<file path="config.mk">
export PLATFORM = sky130hd
export DESIGN_NAME = mlfq_ctrl
export DESIGN_NICKNAME = d
export VERILOG_FILES = /design/src/rtl/mlfq_pkg.sv /design/src/rtl/mlfq_ctrl.sv
export SDC_FILE = /design/constraint.sdc
export NUM_CORES = 1
export LEC_CHECK = 0
export BUFFER_PORTS_ARGS = -buffer_cell sky130_fd_sc_hd__clkbuf_2
export CELL_PAD_IN_SITES_DETAIL_PLACEMENT = 0
export CELL_PAD_IN_SITES_GLOBAL_PLACEMENT = 1
export CORE_AREA = 2 2 39 41
export DETAILED_ROUTE_END_ITERATION = 10
export DIE_AREA = 0 0 41 43
export GPL_TIMING_DRIVEN = 0
export PLACE_DENSITY = 0.68
export SLEW_MARGIN = 20
export SYNTH_ARGS = -nofsm -noshare
export SYNTH_HDL_FRONTEND = slang
export SYNTH_SLANG_ARGS = --single-unit
</file>
<file path="constraint.sdc">
create_clock -name i_clk -period 3.4 [get_ports i_clk]
set_input_delay 0.51 -clock i_clk [delete_from_list [all_inputs] [get_ports i_clk]]
set_output_delay 0.51 -clock i_clk [all_outputs]
set_load 0.01 [all_outputs]
</file>
<file path="src/rtl/mlfq_pkg.sv">
// Package for the multilevel feedback queue scheduler: sizes, codes,
// request structs and the control/status structs between controller and datapath.
// No dependencies.
`timescale 1ns / 1ps

package mlfq_pkg;

    // Sizes
    localparam int NPROC      = 8;
    localparam int PID_W      = 3;
    localparam int NBURST     = 32;
    localparam int IDX_W      = 5;
    localparam int LEN_W      = 8;
    localparam int TOT_W      = 6;
    localparam int TIME_W     = 16;
    localparam int LVL_W      = 2;
    localparam int NQ         = 3;
    localparam int QF_W       = 4;
    localparam int CFG_IDX_W  = 2;
    localparam int CFG_DATA_W = 8;
    localparam int PCNT_W     = 4;
    localparam int MEM_DEPTH  = NPROC * NBURST;
    localparam int MEM_AW     = PID_W + IDX_W;

    // Request commands
    localparam logic CMD_LOAD = 1'b0;
    localparam logic CMD_TICK = 1'b1;

    // Configuration register indexes
    localparam logic [CFG_IDX_W-1:0] CFG_PROCESS_COUNT = 2'd0;
    localparam logic [CFG_IDX_W-1:0] CFG_QUANTUM_ONE   = 2'd1;
    localparam logic [CFG_IDX_W-1:0] CFG_QUANTUM_TWO   = 2'd2;

    // Configuration reset values
    localparam logic [PCNT_W-1:0] RST_PROCESS_COUNT = 4'd8;
    localparam logic [LEN_W-1:0]  RST_QUANTUM_ONE   = 8'd6;
    localparam logic [LEN_W-1:0]  RST_QUANTUM_TWO   = 8'd12;

    // Priority levels
    localparam logic [LVL_W-1:0] LVL_ONE   = 2'd1;
    localparam logic [LVL_W-1:0] LVL_TWO   = 2'd2;
    localparam logic [LVL_W-1:0] LVL_THREE = 2'd3;

    // Outcome of one decision pass
    localparam logic [1:0] DEC_CONT  = 2'd0;
    localparam logic [1:0] DEC_TICK  = 2'd1;
    localparam logic [1:0] DEC_BREAK = 2'd2;

    typedef logic [PID_W-1:0] t_pid;

    typedef struct packed {
        logic             cmd;
        logic [PID_W-1:0] proc_id;
        logic [IDX_W-1:0] burst_index;
        logic [LEN_W-1:0] burst_length;
        logic             last_burst;
    } t_in_req;

    typedef struct packed {
        logic [PID_W-1:0]  running_pid;
        logic              cpu_idle;
        logic              finished_valid;
        logic [PID_W-1:0]  finished_pid;
        logic [TIME_W-1:0] turnaround;
        logic [TIME_W-1:0] wait_time;
        logic [TIME_W-1:0] response_time;
        logic              all_done;
        logic [TIME_W-1:0] clock_now;
        logic [TIME_W-1:0] idle_ticks;
    } t_out_req;

    typedef struct packed {
        logic load;
        logic start;
        logic dec_exec;
        logic io_exec;
        logic rd_sel_io;
        logic out_load;
    } t_dp_cmd;

    typedef struct packed {
        logic [1:0] dec_res;
        logic       io_empty;
        logic       io_last;
    } t_dp_stat;

endpackage

</file>
<file path="src/rtl/mlfq_ctrl.sv">
// Scheduler controller: request handshake, decision and I/O sequencing,
// result valid. Depends on mlfq_pkg.
`timescale 1ns / 1ps

module mlfq_ctrl
    import mlfq_pkg::*;
(
    input  logic     i_clk,
    input  logic     i_rst_n,
    input  logic     i_valid,
    input  logic     i_cmd_bit,
    output logic     o_stall,
    output logic     o_valid,
    input  logic     i_stall,
    output t_dp_cmd  o_cmd,
    input  t_dp_stat i_stat
);

    localparam logic [2:0] S_IDLE     = 3'd0;
    localparam logic [2:0] S_START    = 3'd1;
    localparam logic [2:0] S_DEC_ADDR = 3'd2;
    localparam logic [2:0] S_DEC_EXEC = 3'd3;
    localparam logic [2:0] S_IO_ADDR  = 3'd4;
    localparam logic [2:0] S_IO_EXEC  = 3'd5;
    localparam logic [2:0] S_RESULT   = 3'd6;

    logic [2:0] r_state, n_state;
    logic       r_valid, n_valid;

    assign o_stall = (r_state != S_IDLE);
    assign o_valid = r_valid;

    // Sequencing
    always_comb begin
        n_state = r_state;
        o_cmd   = '0;
        unique case (r_state)
            S_IDLE: begin
                if (i_valid) begin
                    if (i_cmd_bit == CMD_LOAD) o_cmd.load = 1'b1;
                    else n_state = S_START;
                end
            end
            S_START: begin
                o_cmd.start = 1'b1;
                n_state     = S_DEC_ADDR;
            end
            S_DEC_ADDR: begin
                n_state = S_DEC_EXEC;
            end
            S_DEC_EXEC: begin
                o_cmd.dec_exec = 1'b1;
                unique case (i_stat.dec_res)
                    DEC_CONT:  n_state = S_DEC_ADDR;
                    DEC_TICK:  n_state = i_stat.io_empty ? S_RESULT : S_IO_ADDR;
                    default:   n_state = S_RESULT;
                endcase
            end
            S_IO_ADDR: begin
                o_cmd.rd_sel_io = 1'b1;
                n_state         = S_IO_EXEC;
            end
            S_IO_EXEC: begin
                o_cmd.rd_sel_io = 1'b1;
                o_cmd.io_exec   = 1'b1;
                n_state         = i_stat.io_last ? S_RESULT : S_IO_ADDR;
            end
            S_RESULT: begin
                if (!r_valid || !i_stall) begin
                    o_cmd.out_load = 1'b1;
                    n_state        = S_IDLE;
                end
            end
            default: n_state = S_IDLE;
        endcase
    end

    // Result valid
    always_comb begin
        n_valid = r_valid;
        if (r_valid && !i_stall) n_valid = 1'b0;
        if (o_cmd.out_load) n_valid = 1'b1;
    end

    always_ff @(posedge i_clk) begin
        if (!i_rst_n) begin
            r_state <= S_IDLE;
            r_valid <= 1'b0;
        end else begin
            r_state <= n_state;
            r_valid <= n_valid;
        end
    end

endmodule

</file>
==> impl_metrics.csv <==
group,metric,value,unit
worst_hold_path,holdCritPathClass,"flip-flop to flip-flop",
clock_network,cts.clk_slew.worst_paths,0.04,ns
grt,overflow,0,
detailed_routing,wire_per_inst,8.89,microns
placement,number_of_input_and_output_port_buffers_inserted,16,
worst_setup_path,critPathLaunchType,"flip-flop",
worst_hold_path,min_from,"r_state[0]",
worst_setup_path,cp-startpoint,"r_state[2]",
clock_network,cts_max_level,1,
power,max-vdd-ir-drop,0.000213,V
yosys,synth.net_count,39,
detailed_routing,routed-via-count,295,
final_layout,multi_input_area,164,sq um
status,run_status,"complete, no violations",
final_layout,final_util,0.270,
yosys,post-synth-top-area-cell,"dfxtp_1",
final_layout,seq_area,80.1,sq um
clock_network,numCtsBuffers,3,
detailed_routing,drtIter0Drc,1,
final_layout,area_delta_synth_final,48.8,%
yosys,synth.avg_cell_area,8.38,sq um
detailed_routing,dr.pass1.iters,2,
sta,worstMarginPinSlew,0.308,ns
grt,grt_start_max_net_pins,9,
grt,via_count_of_the_first_global_routing_pass,225,
floorplan,core_box_area,0.00138,sq mm
yosys,post-synth-top-area-fraction,0.318,
final_layout,post_route_cells_drive_above_1_share,0.469,
worst_setup_path,worst-endpoint-required,2.89,ns
worst_setup_path,timing_worst_setup_path_type,"flip-flop to output pin",
yosys,postSynth.topFlopCell,"dfxtp_1",
floorplan,die_height,43,microns
placement,dpl.hpwl,456,microns
power,power_per_cell_area,362,mW/mm^2
sta,finalSetupTns,0,ns
sta,setup_viol,0,
placement,place.detailed.instances,62,
grt,groute.usage.overall,0.0783,
yosys,netlist_area,251,sq um
sta,max_slew_margin,0.792,
yosys,netlist_instances,30,
clock_network,clk_root_buffer_cell,"clkbuf_4",
yosys,yosys_warnings,0,
floorplan,dieArea,0.00176,sq mm
yosys,synth_edf_count,0,
clock_network,worst_skew_pair.late_latency,0.24,ns
sta,rsz0062_at_grt,"no",
yosys,seq_cells_post_synth,4,
power,leakage,0.169,nW
clock_network,number_of_buffers_added_to_fix_hold_violations_after_cts,0,
sta,final_period_minus_worst_setup_slack,1.97,ns
floorplan,die-width,41,microns
clock_network,max-clock-path-buffers,2,
final_layout,post_layout_nonfiller_instances,65,
worst_setup_path,rr_startpoint,"r_state[2]",
yosys,synth_cell_type_count,20,
grt,met1_track_usage_gr,0.0740,
yosys,synth_area_leaders,"dfxtp_1 32%, a21boi_0 6.0%, nor3b_1 6.0%, and2_1 5.0%, o211ai_2 5.0%",
grt,antenna_found_initial,0,
power,post-layout-total-power,0.135,mW
grt,global_route.usage.met3,0.0942,
sta,clock.fmax,508,MHz
grt,grt_use_met2,0.0969,
floorplan,ioPinCount,17,
detailed_routing,drt-vias-per-instance,4.54,
yosys,post_synth_most_frequent_cells,"4 x dfxtp_1, 3 x nand2_1, 3 x nor2_1",
detailed_routing,drtAntennaViolNets,0,
grt,grt_pass1_wl,834,microns
yosys,synth.yosys.seq_area_share,0.318,
flow_run,maxCapViolations,0,
floorplan,fp_rows,14,
worst_setup_path,critPathMaxFanout,8,
worst_setup_path,worst-endpoint-arrival,1.46,ns
final_layout,antennaDiodeCount,0,
sta,timing.final.crit_share,0.579,
detailed_routing,drt_drc_violations_left,0,
final_layout,n_fill_cell,158,
clock_network,cts.repair_timing.setup_buffer_count,0,
sta,skew,0.00293,ns
clock_network,postCtsResizedCells,0,
clock_network,cts_tree,"yes",
clock_network,clock_sink_count,4,
floorplan,floorplan.initialDensity,0.182,
worst_setup_path,critPathCaptureType,"output pin",
final_layout,final_net_count,60,
detailed_routing,postRouteWirelength,578,microns
sta,timing.final.max_slew_violations,0,
placement,gp_congestion,0.716,
yosys,synth_async_sr_flop_share,0,
grt,global_route.peak_usage_layer,"met2",
sta,final_hold_viol_count,0,
yosys,post-synth-top-count-cell,"dfxtp_1",
-- metrics by stage --
stage / area [sq um] / hold WS (ns) / setup slack (ns)
after CTS: 374 / 0.503 / 1.42
final: 374 / 0.499 / 1.43
after detailed placement: 352 / 0.493 / 1.68
after global placement: 352 / 0.496 / 1.69
after global routing: 374 / 0.534 / 1.35
after floorplan: 251 / 0.453 / 1.78
-- worst max-delay path: stages, from the launching register on --
cell and delay, ns:
dfxtp_1 0.44, nand2_1 0.12, or2_2 0.32, a21oi_1 0.12, buf_4 0.11, clkbuf_2 0.11
-- worst paths after layout --
check                           depth (start not counted)    endpoint  slack, ns
worst max register to register                          3  r_state[1]       2.20
worst max-delay path                                    5    o_cmd[0]       1.43
worst min-delay path                                    1  r_state[0]       0.50
worst min register to register                          1  r_state[0]       0.50
-- state kept, by name, indices dropped and copies added, names as in the netlist --
signal / flops
o_valid: 1
r_state: 3
-- cell families after synthesis --
logic type,synth area share
buf+inv,0.0299
simple gates,0.423
compound gates,0.229
flops,0.318
-- final cells by class --
type / count / share of cell area
multi-input combinational: 25 / 0.438
sequential: 4 / 0.214
timing repair buffer: 16 / 0.214
clock buffer: 3 / 0.0602
tap: 16 / 0.0535
buffer: 1 / 0.0201
-- power breakdown --
group | switching (mW) | internal [mW] | total (mW)
sequential | 0.00340 | 0.0493 | 0.0527
combinational | 0.0107 | 0.0131 | 0.0238
clock | 0.0194 | 0.0395 | 0.0589
-- per-layer routing --
| layer | share of wire | wire [microns] | up-vias |
|---|---|---|---|
| li1 | - | - | 147 |
| met1 | 0.42 | 241 | 139 |
| met2 | 0.49 | 282 | 9 |
| met3 | 0.093 | 54 | 0 |
| met4 | 0 | 0 | 0 |
| met5 | 0 | 0 | - |
-- placed cells by master, fill, tap and decap left out --
cell type | netlist | routed
o32ai_1 | 1 | 1
nor2b_1 | 1 | 1
o21a_1 | 1 | 1
or2_2 | 1 | 1
a21boi_0 | 2 | 2
clkbuf_2 | 0 | 16
or3_4 | 1 | 1
nand3b_1 | 1 | 1
nand3_1 | 1 | 1
nand2b_1 | 1 | 1
a21oi_1 | 1 | 1
nor2_1 | 3 | 3
dfxtp_1 | 4 | 4
clkbuf_4 | 0 | 3
buf_4 | 1 | 1
and2_1 | 2 | 2
nor3b_1 | 2 | 2
o211ai_2 | 1 | 1
nand2_1 | 3 | 3
nor3_1 | 1 | 1
o2bb2ai_1 | 1 | 1
nor4b_1 | 1 | 1
No activity file was read; power rests on OpenSTA's default activity.
