`src/rtl/mlfq_pkg.sv`:
```
// Package for the multilevel feedback queue scheduler: sizes, codes,
// request structs and the control/status structs between controller and datapath.
// No dependencies.
`timescale 1ns / 1ps

package mlfq_pkg;

    // Sizes
    localparam int NPROC      = 8;
    localparam int PID_W      = 3;
    localparam int NBURST     = 32;
    localparam int IDX_W      = 5;
    localparam int LEN_W      = 8;
    localparam int TOT_W      = 6;
    localparam int TIME_W     = 16;
    localparam int LVL_W      = 2;
    localparam int NQ         = 3;
    localparam int QF_W       = 4;
    localparam int CFG_IDX_W  = 2;
    localparam int CFG_DATA_W = 8;
    localparam int PCNT_W     = 4;
    localparam int MEM_DEPTH  = NPROC * NBURST;
    localparam int MEM_AW     = PID_W + IDX_W;

    // Request commands
    localparam logic CMD_LOAD = 1'b0;
    localparam logic CMD_TICK = 1'b1;

    // Configuration register indexes
    localparam logic [CFG_IDX_W-1:0] CFG_PROCESS_COUNT = 2'd0;
    localparam logic [CFG_IDX_W-1:0] CFG_QUANTUM_ONE   = 2'd1;
    localparam logic [CFG_IDX_W-1:0] CFG_QUANTUM_TWO   = 2'd2;

    // Configuration reset values
    localparam logic [PCNT_W-1:0] RST_PROCESS_COUNT = 4'd8;
    localparam logic [LEN_W-1:0]  RST_QUANTUM_ONE   = 8'd6;
    localparam logic [LEN_W-1:0]  RST_QUANTUM_TWO   = 8'd12;

    // Priority levels
    localparam logic [LVL_W-1:0] LVL_ONE   = 2'd1;
    localparam logic [LVL_W-1:0] LVL_TWO   = 2'd2;
    localparam logic [LVL_W-1:0] LVL_THREE = 2'd3;

    // Outcome of one decision pass
    localparam logic [1:0] DEC_CONT  = 2'd0;
    localparam logic [1:0] DEC_TICK  = 2'd1;
    localparam logic [1:0] DEC_BREAK = 2'd2;

    typedef logic [PID_W-1:0] t_pid;

    typedef struct packed {
        logic             cmd;
        logic [PID_W-1:0] proc_id;
        logic [IDX_W-1:0] burst_index;
        logic [LEN_W-1:0] burst_length;
        logic             last_burst;
    } t_in_req;

    typedef struct packed {
        logic [PID_W-1:0]  running_pid;
        logic              cpu_idle;
        logic              finished_valid;
        logic [PID_W-1:0]  finished_pid;
        logic [TIME_W-1:0] turnaround;
        logic [TIME_W-1:0] wait_time;
        logic [TIME_W-1:0] response_time;
        logic              all_done;
        logic [TIME_W-1:0] clock_now;
        logic [TIME_W-1:0] idle_ticks;
    } t_out_req;

    typedef struct packed {
        logic load;
        logic start;
        logic dec_exec;
        logic io_exec;
        logic rd_sel_io;
        logic out_load;
    } t_dp_cmd;

    typedef struct packed {
        logic [1:0] dec_res;
        logic       io_empty;
        logic       io_last;
    } t_dp_stat;

endpackage

```
`src/rtl/mlfq_ram.sv`:
```
// Generic single write port, single read port RAM with registered read.
// No dependencies.
`timescale 1ns / 1ps

module mlfq_ram #(
    parameter int WIDTH = 8,
    parameter int DEPTH = 256
) (
    input  logic                     i_clk,
    input  logic                     i_we,
    input  logic [$clog2(DEPTH)-1:0] i_waddr,
    input  logic [WIDTH-1:0]         i_wdata,
    input  logic [$clog2(DEPTH)-1:0] i_raddr,
    output logic [WIDTH-1:0]         o_rdata
);

    logic [WIDTH-1:0] r_mem [DEPTH];
    logic [WIDTH-1:0] r_rdata;

    always_ff @(posedge i_clk) begin
        if (i_we) begin
            r_mem[i_waddr] <= i_wdata;
        end
        r_rdata <= r_mem[i_raddr];
    end

    assign o_rdata = r_rdata;

endmodule

```
`src/rtl/mlfq_dp.sv`:
```
// Scheduler datapath: process tables, ready queues, I/O list, counters,
// burst store and result register. Depends on mlfq_pkg and mlfq_ram.
`timescale 1ns / 1ps

module mlfq_dp
    import mlfq_pkg::*;
(
    input  logic                  i_clk,
    input  logic                  i_rst_n,
    input  t_dp_cmd               i_cmd,
    output t_dp_stat              o_stat,
    input  t_in_req               i_req,
    input  logic                  i_cfg_we,
    input  logic [CFG_IDX_W-1:0]  i_cfg_idx,
    input  logic [CFG_DATA_W-1:0] i_cfg_data,
    output t_out_req              o_rsp
);

    function automatic logic [1:0] lvl_q(input logic [LVL_W-1:0] l);
        return (l == 2'd0) ? 2'd0 : 2'(l - 2'd1);
    endfunction

    function automatic logic [TIME_W-1:0] sat_inc(input logic [TIME_W-1:0] v);
        return (v == '1) ? v : v + 1'b1;
    endfunction

    // Configuration
    logic [PCNT_W-1:0] r_cfg_n;
    logic [LEN_W-1:0]  r_q1, r_q2;

    // Per process tables
    logic [TOT_W-1:0]  r_total [NPROC], n_total [NPROC];
    logic [LEN_W-1:0]  r_first [NPROC], n_first [NPROC];
    logic [IDX_W-1:0]  r_pos   [NPROC], n_pos   [NPROC];
    logic [LEN_W-1:0]  r_rem   [NPROC], n_rem   [NPROC];
    logic [LVL_W-1:0]  r_lvl   [NPROC], n_lvl   [NPROC];
    logic [TIME_W-1:0] r_wait  [NPROC], n_wait  [NPROC];
    logic [TIME_W-1:0] r_frt   [NPROC], n_frt   [NPROC];

    // Ready queues and I/O list
    t_pid             r_rq  [NQ][NPROC], n_rq [NQ][NPROC];
    logic [QF_W-1:0]  r_rqf [NQ], n_rqf [NQ];
    t_pid             r_io  [NPROC], n_io [NPROC];
    logic [QF_W-1:0]  r_iof, n_iof, r_io_rd, n_io_rd, r_io_wr, n_io_wr;

    // Scheduler state
    t_pid              r_cur, n_cur;
    logic              r_idle, n_idle;
    logic [LEN_W-1:0]  r_qu, n_qu;
    logic [TIME_W-1:0] r_clk, n_clk, r_idlec, n_idlec;
    logic              r_started, n_started;

    // Per tick report
    logic              r_ran, n_ran;
    t_pid              r_run_pid, n_run_pid;
    logic              r_fin, n_fin;
    t_pid              r_fin_pid, n_fin_pid;
    logic [TIME_W-1:0] r_fin_turn, n_fin_turn, r_fin_wait, n_fin_wait;
    logic [TIME_W-1:0] r_fin_resp, n_fin_resp;
    t_out_req          r_out, n_out;

    logic [NPROC-1:0]  queued;
    logic              all_empty;
    t_pid              io_p;
    t_pid              rd_pid;
    logic [MEM_AW-1:0] raddr;
    logic [LEN_W-1:0]  rdata;

    assign all_empty = (r_rqf[0] == '0) && (r_rqf[1] == '0) && (r_rqf[2] == '0) &&
                       (r_iof == '0) && r_idle;
    assign io_p      = r_io[r_io_rd[PID_W-1:0]];

    // Burst store: read the next burst of the current or the I/O process
    assign rd_pid = i_cmd.rd_sel_io ? io_p : r_cur;
    assign raddr  = {rd_pid, IDX_W'(r_pos[rd_pid] + 1'b1)};

    mlfq_ram #(
        .WIDTH(LEN_W),
        .DEPTH(MEM_DEPTH)
    ) u_store (
        .i_clk  (i_clk),
        .i_we   (i_cmd.load),
        .i_waddr({i_req.proc_id, i_req.burst_index}),
        .i_wdata(i_req.burst_length),
        .i_raddr(raddr),
        .o_rdata(rdata)
    );

    // Processes currently held in any ready queue
    always_comb begin
        queued = '0;
        for (int q = 0; q < NQ; q++) begin
            for (int j = 0; j < NPROC; j++) begin
                if (QF_W'(j) < r_rqf[q]) begin
                    queued[r_rq[q][j]] = 1'b1;
                end
            end
        end
    end

    // Status to the controller
    always_comb begin
        o_stat          = '0;
        o_stat.io_empty = (r_iof == '0);
        o_stat.io_last  = (QF_W'(r_io_rd + 1'b1) == r_iof);
        if (all_empty) begin
            o_stat.dec_res = DEC_BREAK;
        end else if (!r_idle && r_rem[r_cur] == '0) begin
            o_stat.dec_res = DEC_CONT;
        end else if (!r_idle && r_lvl[r_cur] >= LVL_TWO && r_rqf[0] != '0) begin
            o_stat.dec_res = DEC_CONT;
        end else if (!r_idle && r_lvl[r_cur] == LVL_THREE && r_rqf[1] != '0) begin
            o_stat.dec_res = DEC_CONT;
        end else if (r_idle) begin
            o_stat.dec_res = (r_rqf[0] != '0 || r_rqf[1] != '0 || r_rqf[2] != '0) ?
                             DEC_CONT : DEC_TICK;
        end else if (r_lvl[r_cur] == LVL_ONE && r_qu == r_q1) begin
            o_stat.dec_res = DEC_CONT;
        end else if (r_lvl[r_cur] == LVL_TWO && r_qu == r_q2) begin
            o_stat.dec_res = DEC_CONT;
        end else begin
            o_stat.dec_res = DEC_TICK;
        end
    end

    // Next state
    always_comb begin : p_next
        logic             push_en;
        logic [1:0]       push_q;
        t_pid             push_p;
        logic             disp_en;
        logic [1:0]       disp_from;
        logic             disp_hit;
        logic [1:0]       disp_q;
        t_pid             tmp [NQ][NPROC];
        logic [QF_W-1:0]  tf [NQ];
        logic [LEN_W-1:0] rem_d;
        logic [PCNT_W-1:0] cnt;
        logic [LEN_W-1:0] qu_t;

        n_total = r_total; n_first = r_first; n_pos = r_pos; n_rem = r_rem;
        n_lvl = r_lvl; n_wait = r_wait; n_frt = r_frt;
        n_rq = r_rq; n_rqf = r_rqf; n_io = r_io; n_iof = r_iof;
        n_io_rd = r_io_rd; n_io_wr = r_io_wr;
        n_cur = r_cur; n_idle = r_idle; n_qu = r_qu; n_clk = r_clk;
        n_idlec = r_idlec; n_started = r_started;
        n_ran = r_ran; n_run_pid = r_run_pid; n_fin = r_fin; n_fin_pid = r_fin_pid;
        n_fin_turn = r_fin_turn; n_fin_wait = r_fin_wait; n_fin_resp = r_fin_resp;
        n_out = r_out;
        push_en = 1'b0; push_q = 2'd0; push_p = '0;
        disp_en = 1'b0; disp_from = 2'd0;
        rem_d = '0; qu_t = '0;
        cnt = r_cfg_n;
        if (r_cfg_n == '0) cnt = PCNT_W'(1);
        else if (r_cfg_n > PCNT_W'(NPROC)) cnt = PCNT_W'(NPROC);

        // Burst load
        if (i_cmd.load) begin
            if (i_req.last_burst) begin
                n_total[i_req.proc_id] = TOT_W'(i_req.burst_index) + 1'b1;
            end
            if (i_req.burst_index == '0) begin
                n_first[i_req.proc_id] = i_req.burst_length;
            end
        end

        // Start of a tick; the first one also starts the run
        if (i_cmd.start) begin
            n_ran = 1'b0; n_run_pid = '0; n_fin = 1'b0; n_fin_pid = '0;
            n_fin_turn = '0; n_fin_wait = '0; n_fin_resp = '0;
            if (!r_started) begin
                for (int i = 0; i < NPROC; i++) begin
                    if (PCNT_W'(i) < cnt) begin
                        n_pos[i] = '0; n_rem[i] = r_first[i]; n_lvl[i] = LVL_ONE;
                        n_wait[i] = '0; n_frt[i] = '0;
                    end
                end
                for (int j = 0; j < NPROC - 1; j++) begin
                    n_rq[0][j] = PID_W'(j + 1);
                end
                n_rqf[0]  = QF_W'(cnt - 1'b1);
                n_cur     = '0; n_idle = 1'b0; n_qu = '0;
                n_started = 1'b1;
            end
        end

        // One decision pass
        if (i_cmd.dec_exec) begin
            n_io_rd = '0;
            n_io_wr = '0;
            if (all_empty) begin
                // nothing left to run
            end else if (!r_idle && r_rem[r_cur] == '0) begin
                // burst ended: finish or go to I/O
                n_qu = '0;
                if (TOT_W'(r_pos[r_cur]) + 1'b1 >= r_total[r_cur]) begin
                    n_fin = 1'b1; n_fin_pid = r_cur; n_fin_turn = r_clk;
                    n_fin_wait = r_wait[r_cur]; n_fin_resp = r_frt[r_cur];
                end else begin
                    n_pos[r_cur] = r_pos[r_cur] + 1'b1;
                    n_rem[r_cur] = rdata;
                    n_io[r_iof[PID_W-1:0]] = r_cur;
                    n_iof = r_iof + 1'b1;
                end
                disp_en = 1'b1;
            end else if (!r_idle && r_lvl[r_cur] >= LVL_TWO && r_rqf[0] != '0) begin
                // preempted by level one
                n_qu = '0;
                push_en = 1'b1; push_q = lvl_q(r_lvl[r_cur]); push_p = r_cur;
                disp_en = 1'b1;
            end else if (!r_idle && r_lvl[r_cur] == LVL_THREE && r_rqf[1] != '0) begin
                // preempted by level two
                n_qu = '0;
                push_en = 1'b1; push_q = 2'd2; push_p = r_cur;
                disp_en = 1'b1; disp_from = 2'd1;
            end else if (r_idle && (r_rqf[0] != '0 || r_rqf[1] != '0 || r_rqf[2] != '0)) begin
                disp_en = 1'b1;
            end else if (!r_idle && r_lvl[r_cur] == LVL_ONE && r_qu == r_q1) begin
                if (r_frt[r_cur] == '0 && r_clk != '0 && r_cur != '0) n_frt[r_cur] = r_clk;
                n_qu = '0; n_lvl[r_cur] = LVL_TWO;
                push_en = 1'b1; push_q = 2'd1; push_p = r_cur;
                disp_en = 1'b1;
            end else if (!r_idle && r_lvl[r_cur] == LVL_TWO && r_qu == r_q2) begin
                if (r_frt[r_cur] == '0 && r_clk != '0 && r_cur != '0) n_frt[r_cur] = r_clk;
                n_qu = '0; n_lvl[r_cur] = LVL_THREE;
                push_en = 1'b1; push_q = 2'd2; push_p = r_cur;
                disp_en = 1'b1; disp_from = 2'd1;
            end else begin
                // one time unit is used
                if (r_idle) begin
                    n_idlec = sat_inc(r_idlec);
                end else begin
                    if (r_frt[r_cur] == '0 && r_clk != '0 && r_cur != '0) n_frt[r_cur] = r_clk;
                    n_rem[r_cur] = r_rem[r_cur] - 1'b1;
                    n_ran = 1'b1; n_run_pid = r_cur;
                end
                for (int i = 0; i < NPROC; i++) begin
                    if (queued[i]) n_wait[i] = sat_inc(r_wait[i]);
                end
                n_clk = sat_inc(r_clk);
                qu_t  = (r_qu == '1) ? r_qu : r_qu + 1'b1;
                n_qu  = (r_idle || r_lvl[r_cur] == LVL_THREE) ? '0 : qu_t;
            end
        end

        // One I/O list entry: count down, requeue in list order when done
        if (i_cmd.io_exec) begin
            rem_d = (r_rem[io_p] != '0) ? r_rem[io_p] - 1'b1 : r_rem[io_p];
            n_rem[io_p] = rem_d;
            n_io_rd = r_io_rd + 1'b1;
            if (rem_d == '0) begin
                if (TOT_W'(r_pos[io_p]) + 1'b1 < r_total[io_p]) begin
                    n_pos[io_p] = r_pos[io_p] + 1'b1;
                    n_rem[io_p] = rdata;
                end
                push_en = 1'b1; push_q = lvl_q(r_lvl[io_p]); push_p = io_p;
                if (o_stat.io_last) n_iof = r_io_wr;
            end else begin
                n_io[r_io_wr[PID_W-1:0]] = io_p;
                n_io_wr = r_io_wr + 1'b1;
                if (o_stat.io_last) n_iof = r_io_wr + 1'b1;
            end
        end

        // Queue update: push first, then dispatch from the highest priority nonempty queue
        for (int q = 0; q < NQ; q++) begin
            tmp[q] = n_rq[q];
            tf[q]  = n_rqf[q];
            if (push_en && push_q == 2'(q)) begin
                tmp[q][tf[q][PID_W-1:0]] = push_p;
                tf[q] = tf[q] + 1'b1;
            end
        end
        disp_hit = 1'b0;
        disp_q   = 2'd0;
        for (int q = NQ - 1; q >= 0; q--) begin
            if (2'(q) >= disp_from && tf[q] != '0) begin
                disp_hit = 1'b1;
                disp_q   = 2'(q);
            end
        end
        if (disp_en) begin
            if (disp_hit) begin
                n_cur  = tmp[disp_q][0];
                n_idle = 1'b0;
                for (int j = 0; j < NPROC - 1; j++) begin
                    tmp[disp_q][j] = tmp[disp_q][j + 1];
                end
                tf[disp_q] = tf[disp_q] - 1'b1;
            end else begin
                n_cur  = '0;
                n_idle = 1'b1;
            end
        end
        n_rq  = tmp;
        n_rqf = tf;

        // Result register
        if (i_cmd.out_load) begin
            n_out.running_pid    = r_run_pid;
            n_out.cpu_idle       = !r_ran;
            n_out.finished_valid = r_fin;
            n_out.finished_pid   = r_fin_pid;
            n_out.turnaround     = r_fin_turn;
            n_out.wait_time      = r_fin_wait;
            n_out.response_time  = r_fin_resp;
            n_out.all_done       = all_empty;
            n_out.clock_now      = r_clk;
            n_out.idle_ticks     = r_idlec;
        end
    end

    // Control registers
    always_ff @(posedge i_clk) begin
        if (!i_rst_n) begin
            r_cfg_n   <= RST_PROCESS_COUNT;
            r_q1      <= RST_QUANTUM_ONE;
            r_q2      <= RST_QUANTUM_TWO;
            for (int i = 0; i < NPROC; i++) begin
                r_pos[i]  <= '0;
                r_rem[i]  <= '0;
                r_lvl[i]  <= LVL_ONE;
                r_wait[i] <= '0;
                r_frt[i]  <= '0;
            end
            for (int q = 0; q < NQ; q++) begin
                r_rqf[q] <= '0;
            end
            r_iof     <= '0;
            r_io_rd   <= '0;
            r_io_wr   <= '0;
            r_cur     <= '0;
            r_idle    <= 1'b0;
            r_qu      <= '0;
            r_clk     <= '0;
            r_idlec   <= '0;
            r_started <= 1'b0;
            r_ran     <= 1'b0;
            r_fin     <= 1'b0;
        end else begin
            if (i_cfg_we) begin
                unique case (i_cfg_idx)
                    CFG_PROCESS_COUNT: r_cfg_n <= i_cfg_data[PCNT_W-1:0];
                    CFG_QUANTUM_ONE:   r_q1    <= i_cfg_data;
                    CFG_QUANTUM_TWO:   r_q2    <= i_cfg_data;
                    default: ;
                endcase
            end
            r_pos     <= n_pos;
            r_rem     <= n_rem;
            r_lvl     <= n_lvl;
            r_wait    <= n_wait;
            r_frt     <= n_frt;
            r_rqf     <= n_rqf;
            r_iof     <= n_iof;
            r_io_rd   <= n_io_rd;
            r_io_wr   <= n_io_wr;
            r_cur     <= n_cur;
            r_idle    <= n_idle;
            r_qu      <= n_qu;
            r_clk     <= n_clk;
            r_idlec   <= n_idlec;
            r_started <= n_started;
            r_ran     <= n_ran;
            r_fin     <= n_fin;
        end
    end

    // Payload registers
    always_ff @(posedge i_clk) begin
        r_total    <= n_total;
        r_first    <= n_first;
        r_rq       <= n_rq;
        r_io       <= n_io;
        r_run_pid  <= n_run_pid;
        r_fin_pid  <= n_fin_pid;
        r_fin_turn <= n_fin_turn;
        r_fin_wait <= n_fin_wait;
        r_fin_resp <= n_fin_resp;
        r_out      <= n_out;
    end

    assign o_rsp = r_out;

endmodule

```
`config.mk`:
```
export PLATFORM = sky130hd
export DESIGN_NAME = mlfq_dp
export DESIGN_NICKNAME = d
export VERILOG_FILES = /design/src/rtl/mlfq_pkg.sv /design/src/rtl/mlfq_ram.sv /design/src/rtl/mlfq_dp.sv
export SDC_FILE = /design/constraint.sdc
export NUM_CORES = 2
export LEC_CHECK = 0
export BUFFER_PORTS_ARGS = -buffer_cell sky130_fd_sc_hd__clkbuf_2
export CORE_ASPECT_RATIO = 1.1
export CORE_MARGIN = 2
export CORE_UTILIZATION = 35
export CTS_BUF_LIST = sky130_fd_sc_hd__clkbuf_4
export CTS_CLUSTER_DIAMETER = 120
export DETAILED_ROUTE_END_ITERATION = 16
export HOLD_SLACK_MARGIN = 0.02
export SLEW_MARGIN = 0
export SYNTH_ARGS = -nofsm -noshare
export SYNTH_HDL_FRONTEND = slang
export SYNTH_HIERARCHICAL = 1
export SYNTH_SLANG_ARGS = --single-unit
```
`constraint.sdc`:
```
create_clock -name i_clk -period 12.22 [get_ports i_clk]
set_clock_uncertainty 0.2 [all_clocks]
set_input_delay 1.833 -clock i_clk [delete_from_list [all_inputs] [get_ports i_clk]]
set_output_delay 1.833 -clock i_clk [all_outputs]
set_load 0.1 [all_outputs]
```
==> run metrics <==
status=completed; share of cells above drive strength 1=21.3%; top-count cell post-synth=edfxtp_1; sequential area share after synthesis=64.9%; HP Start=r_run_pid[0]; Power Total=27.4 mW; Slew @ Worst Pin=1370 ps; CTS Buf Count=727; R2R depth=17; Seq cells post-synth=2874; Post-synth top flop=edfxtp_1; Max-slew headroom=8.55%; EDFF count, synth=2249; DR pass1 iterations=8; asr flop ratio synth=0%; post-layout min period=9600 ps; Synthesis Warnings=6; Overflow after GRT=0; CP peak stage delay=940 ps; # DRC=0; later-pin clock latency in the skew report=1610 ps; register area=80100 µm²; power per cell area=199 nW/µm²; Hold Path Sink=o_rsp[86]; Startpoint Class=flip-flop; Post-Syn Nets=9029; Finished Layout Cells=14500; IO Port Bufs=128; post-synthesis cell type count=106; number of global-route vias before repair=82700; worst hold path depth=0; Setup CP Type=flip-flop to output pin; crit share post-route=78.6%; Layout area overhead=11.7%; Worst EP required=10190 ps; post-synth design cell area=123000 µm²; Initial Util=35.2%; RSZ-0062 raised after global routing=no; CTS Sinks=2874; Worst setup EP type=output pin; Synth area leader=edfxtp_1; setup bufs post-CTS=0; GRT Overall Usage=20.2%; worst r2r src=r_io_rd[1]; total negative slack=0 ps; HPWL Detailed=235000 µm; Max Clock Freq=0.104 GHz; filler cell count=32600; worst path cell trace=nor2b_1, nand2_1, o22ai_1, or4_1, ha_1, nand2_1, or4_2, nand2_4, nor3_1, clkbuf_2; DRT iter0 DRCs=9871; final WL=373000 µm; Synth Instances=8948; synth top area cells=edfxtp_1, dfxtp_1, mux4_2; Setup-failing EPs final=0; Hold Buf Count CTS=0; largest net degree at the start of global routing=198; Final Hold Viols=0; first-pass GRT wire length=543000 µm; Resize count post-CTS=0; IO Pins=130; DR vias/cell=5.81; CORE AREA=351000 µm²; initial antenna violation count=13; H-Tree Depth=6; Max-Cap Viols=0; worst r2r dst=r_rq[27]; critical path fanouts, max=68; Die X=570 µm; clk slew on worst S/H paths=60 ps; CP startpoint=r_cur[2]; Peak supply drop=211 µV; most frequent cells after synthesis=edfxtp_1, nor2_1, dfxtp_1; Worst path slowest cell=or4_2; Final nets=9453; Final Wtd Congestion=0.916; CP arrival=7570 ps; TritonCTS clock tree=built; DR vias=84300; worst hold path class=flip-flop to flip-flop; R2R setup slack=3510 ps; crit-path most repeated cell=nand2_1; share of the synthesized area in the top cell type=54.8%; Leak=46.2 nW; area occupied by multi-input gates=40400 µm²; clock root buffer=clkbuf_4; Clock Path Buffers=4; Site Rows=228; Syn Area/Cell=13.8 µm²; placed cells=13200; Die ar.=357000 µm²; Routed wire per std cell=25.7 µm; Die H=627 µm; Slew Viols, Final=0; Routed Antenna Nets=0
==> routing by layer <==
layer,part of all wire [%],vias to the layer above,GRT usage (%)
met2,47,4489,32.3
met4,5.2,20,10.6
li1,-,36300,-
met3,8.9,1033,4.15
met1,39,42400,25.8
met5,0.036,-,0
==> worst max-delay path, delay by kind of cell (launching register included) <==
family / cells / cell delay (ps)
simple gates: 7 / 3800
flops: 1 / 910
buf+inv: 1 / 470
compound gates: 1 / 360
fa+ha+maj: 1 / 350
==> flip-flops by register name (all words and copies together) (netlist names), 24 cells and up <==
| name | count |
|---|---|
| r_wait | 128 |
| r_pos | 40 |
| r_first | 64 |
| r_rem | 64 |
| r_frt | 128 |
| o_rsp | 89 |
| r_io | 24 |
| u_store/r_mem | 2048 |
| r_rq | 72 |
| r_total | 48 |
==> cell usage in the layout, fill, tap and decap left out, types with 51 or more instances in the layout <==
cell / Yosys / final
dfxtp_1: 625 / 622
a211oi_1: 88 / 88
clkbuf_4: 0 / 1049
nand3_1: 180 / 180
nor3_1: 123 / 119
o22ai_1: 145 / 145
nor2_1: 926 / 911
xor2_1: 53 / 52
clkbuf_2: 0 / 117
a21oi_1: 450 / 448
a221oi_1: 55 / 55
edfxtp_1: 2249 / 2249
mux2i_1: 310 / 309
nor4_1: 69 / 62
a22oi_1: 387 / 387
mux4_2: 476 / 476
o21ai_0: 375 / 374
mux2_2: 94 / 94
and3_1: 134 / 133
buf_4: 40 / 173
nand2b_1: 52 / 52
nand2_1: 600 / 597
inv_1: 93 / 92
nand4_1: 51 / 51
clkinv_1: 3 / 157
a31oi_1: 102 / 101
==> power breakdown <==
group | switching, mW | leakage [nW] | internal, mW
logic | 5.36 | 15.4 | 3.07
clock network | 3.99 | 5.35 | 3.99
registers | 0.315 | 25.4 | 10.7
total | 9.66 | 46.2 | 17.8
==> logic make-up (layout without fill, tap and decap cells) <==
family / after synthesis / count (layout) / synth area share [%]
flops: 2874 / 2874 / 64.9
simple gates: 2382 / 2382 / 8.89
compound gates: 1961 / 1961 / 10.4
mux: 887 / 887 / 12.1
buf+inv: 704 / 1669 / 2.56
xor+xnor: 96 / 96 / 0.682
fa+ha+maj: 44 / 44 / 0.446
other cells: 0 / 6 / 0
==> how the worst max path moves through the flow <==
stage                         end  depth (start not counted)  slack [ps]
2_1_floorplan           o_stat[2]                         16        4600
3_3_place_gp   u_store/o_rdata[1]                         14        3560
3_5_place_dp   u_store/o_rdata[1]                         14        3540
4_1_cts                 o_stat[2]                         10        2840
5_1_grt                 o_stat[2]                         10        2590
6_report                o_stat[2]                         10        2620
==> cell type report <==
type                            count  area share [%]
Antenna cell                        6          0.0109
Clock buffer                     1049            5.72
Clock inverter                    221           0.837
Inverter                           96           0.267
Multi-Input combinational cell   5370            29.4
Sequential cell                  2874            58.1
Tap cell                         4600            4.18
Timing Repair Buffer              303            1.53
==> per-stage QoR <==
step	worst slack (ps)	util (%)	instance area (µm²)	hold WS, ps
2_1_floorplan	4600	-	123000	209
3_3_place_gp	3560	36.7	129000	215
3_5_place_dp	3540	36.7	129000	218
4_1_cts	2840	39.3	138000	208
5_1_grt	2590	39.3	138000	226
6_report	2620	39.3	138000	201
No activity file was read; power rests on OpenSTA's default activity.
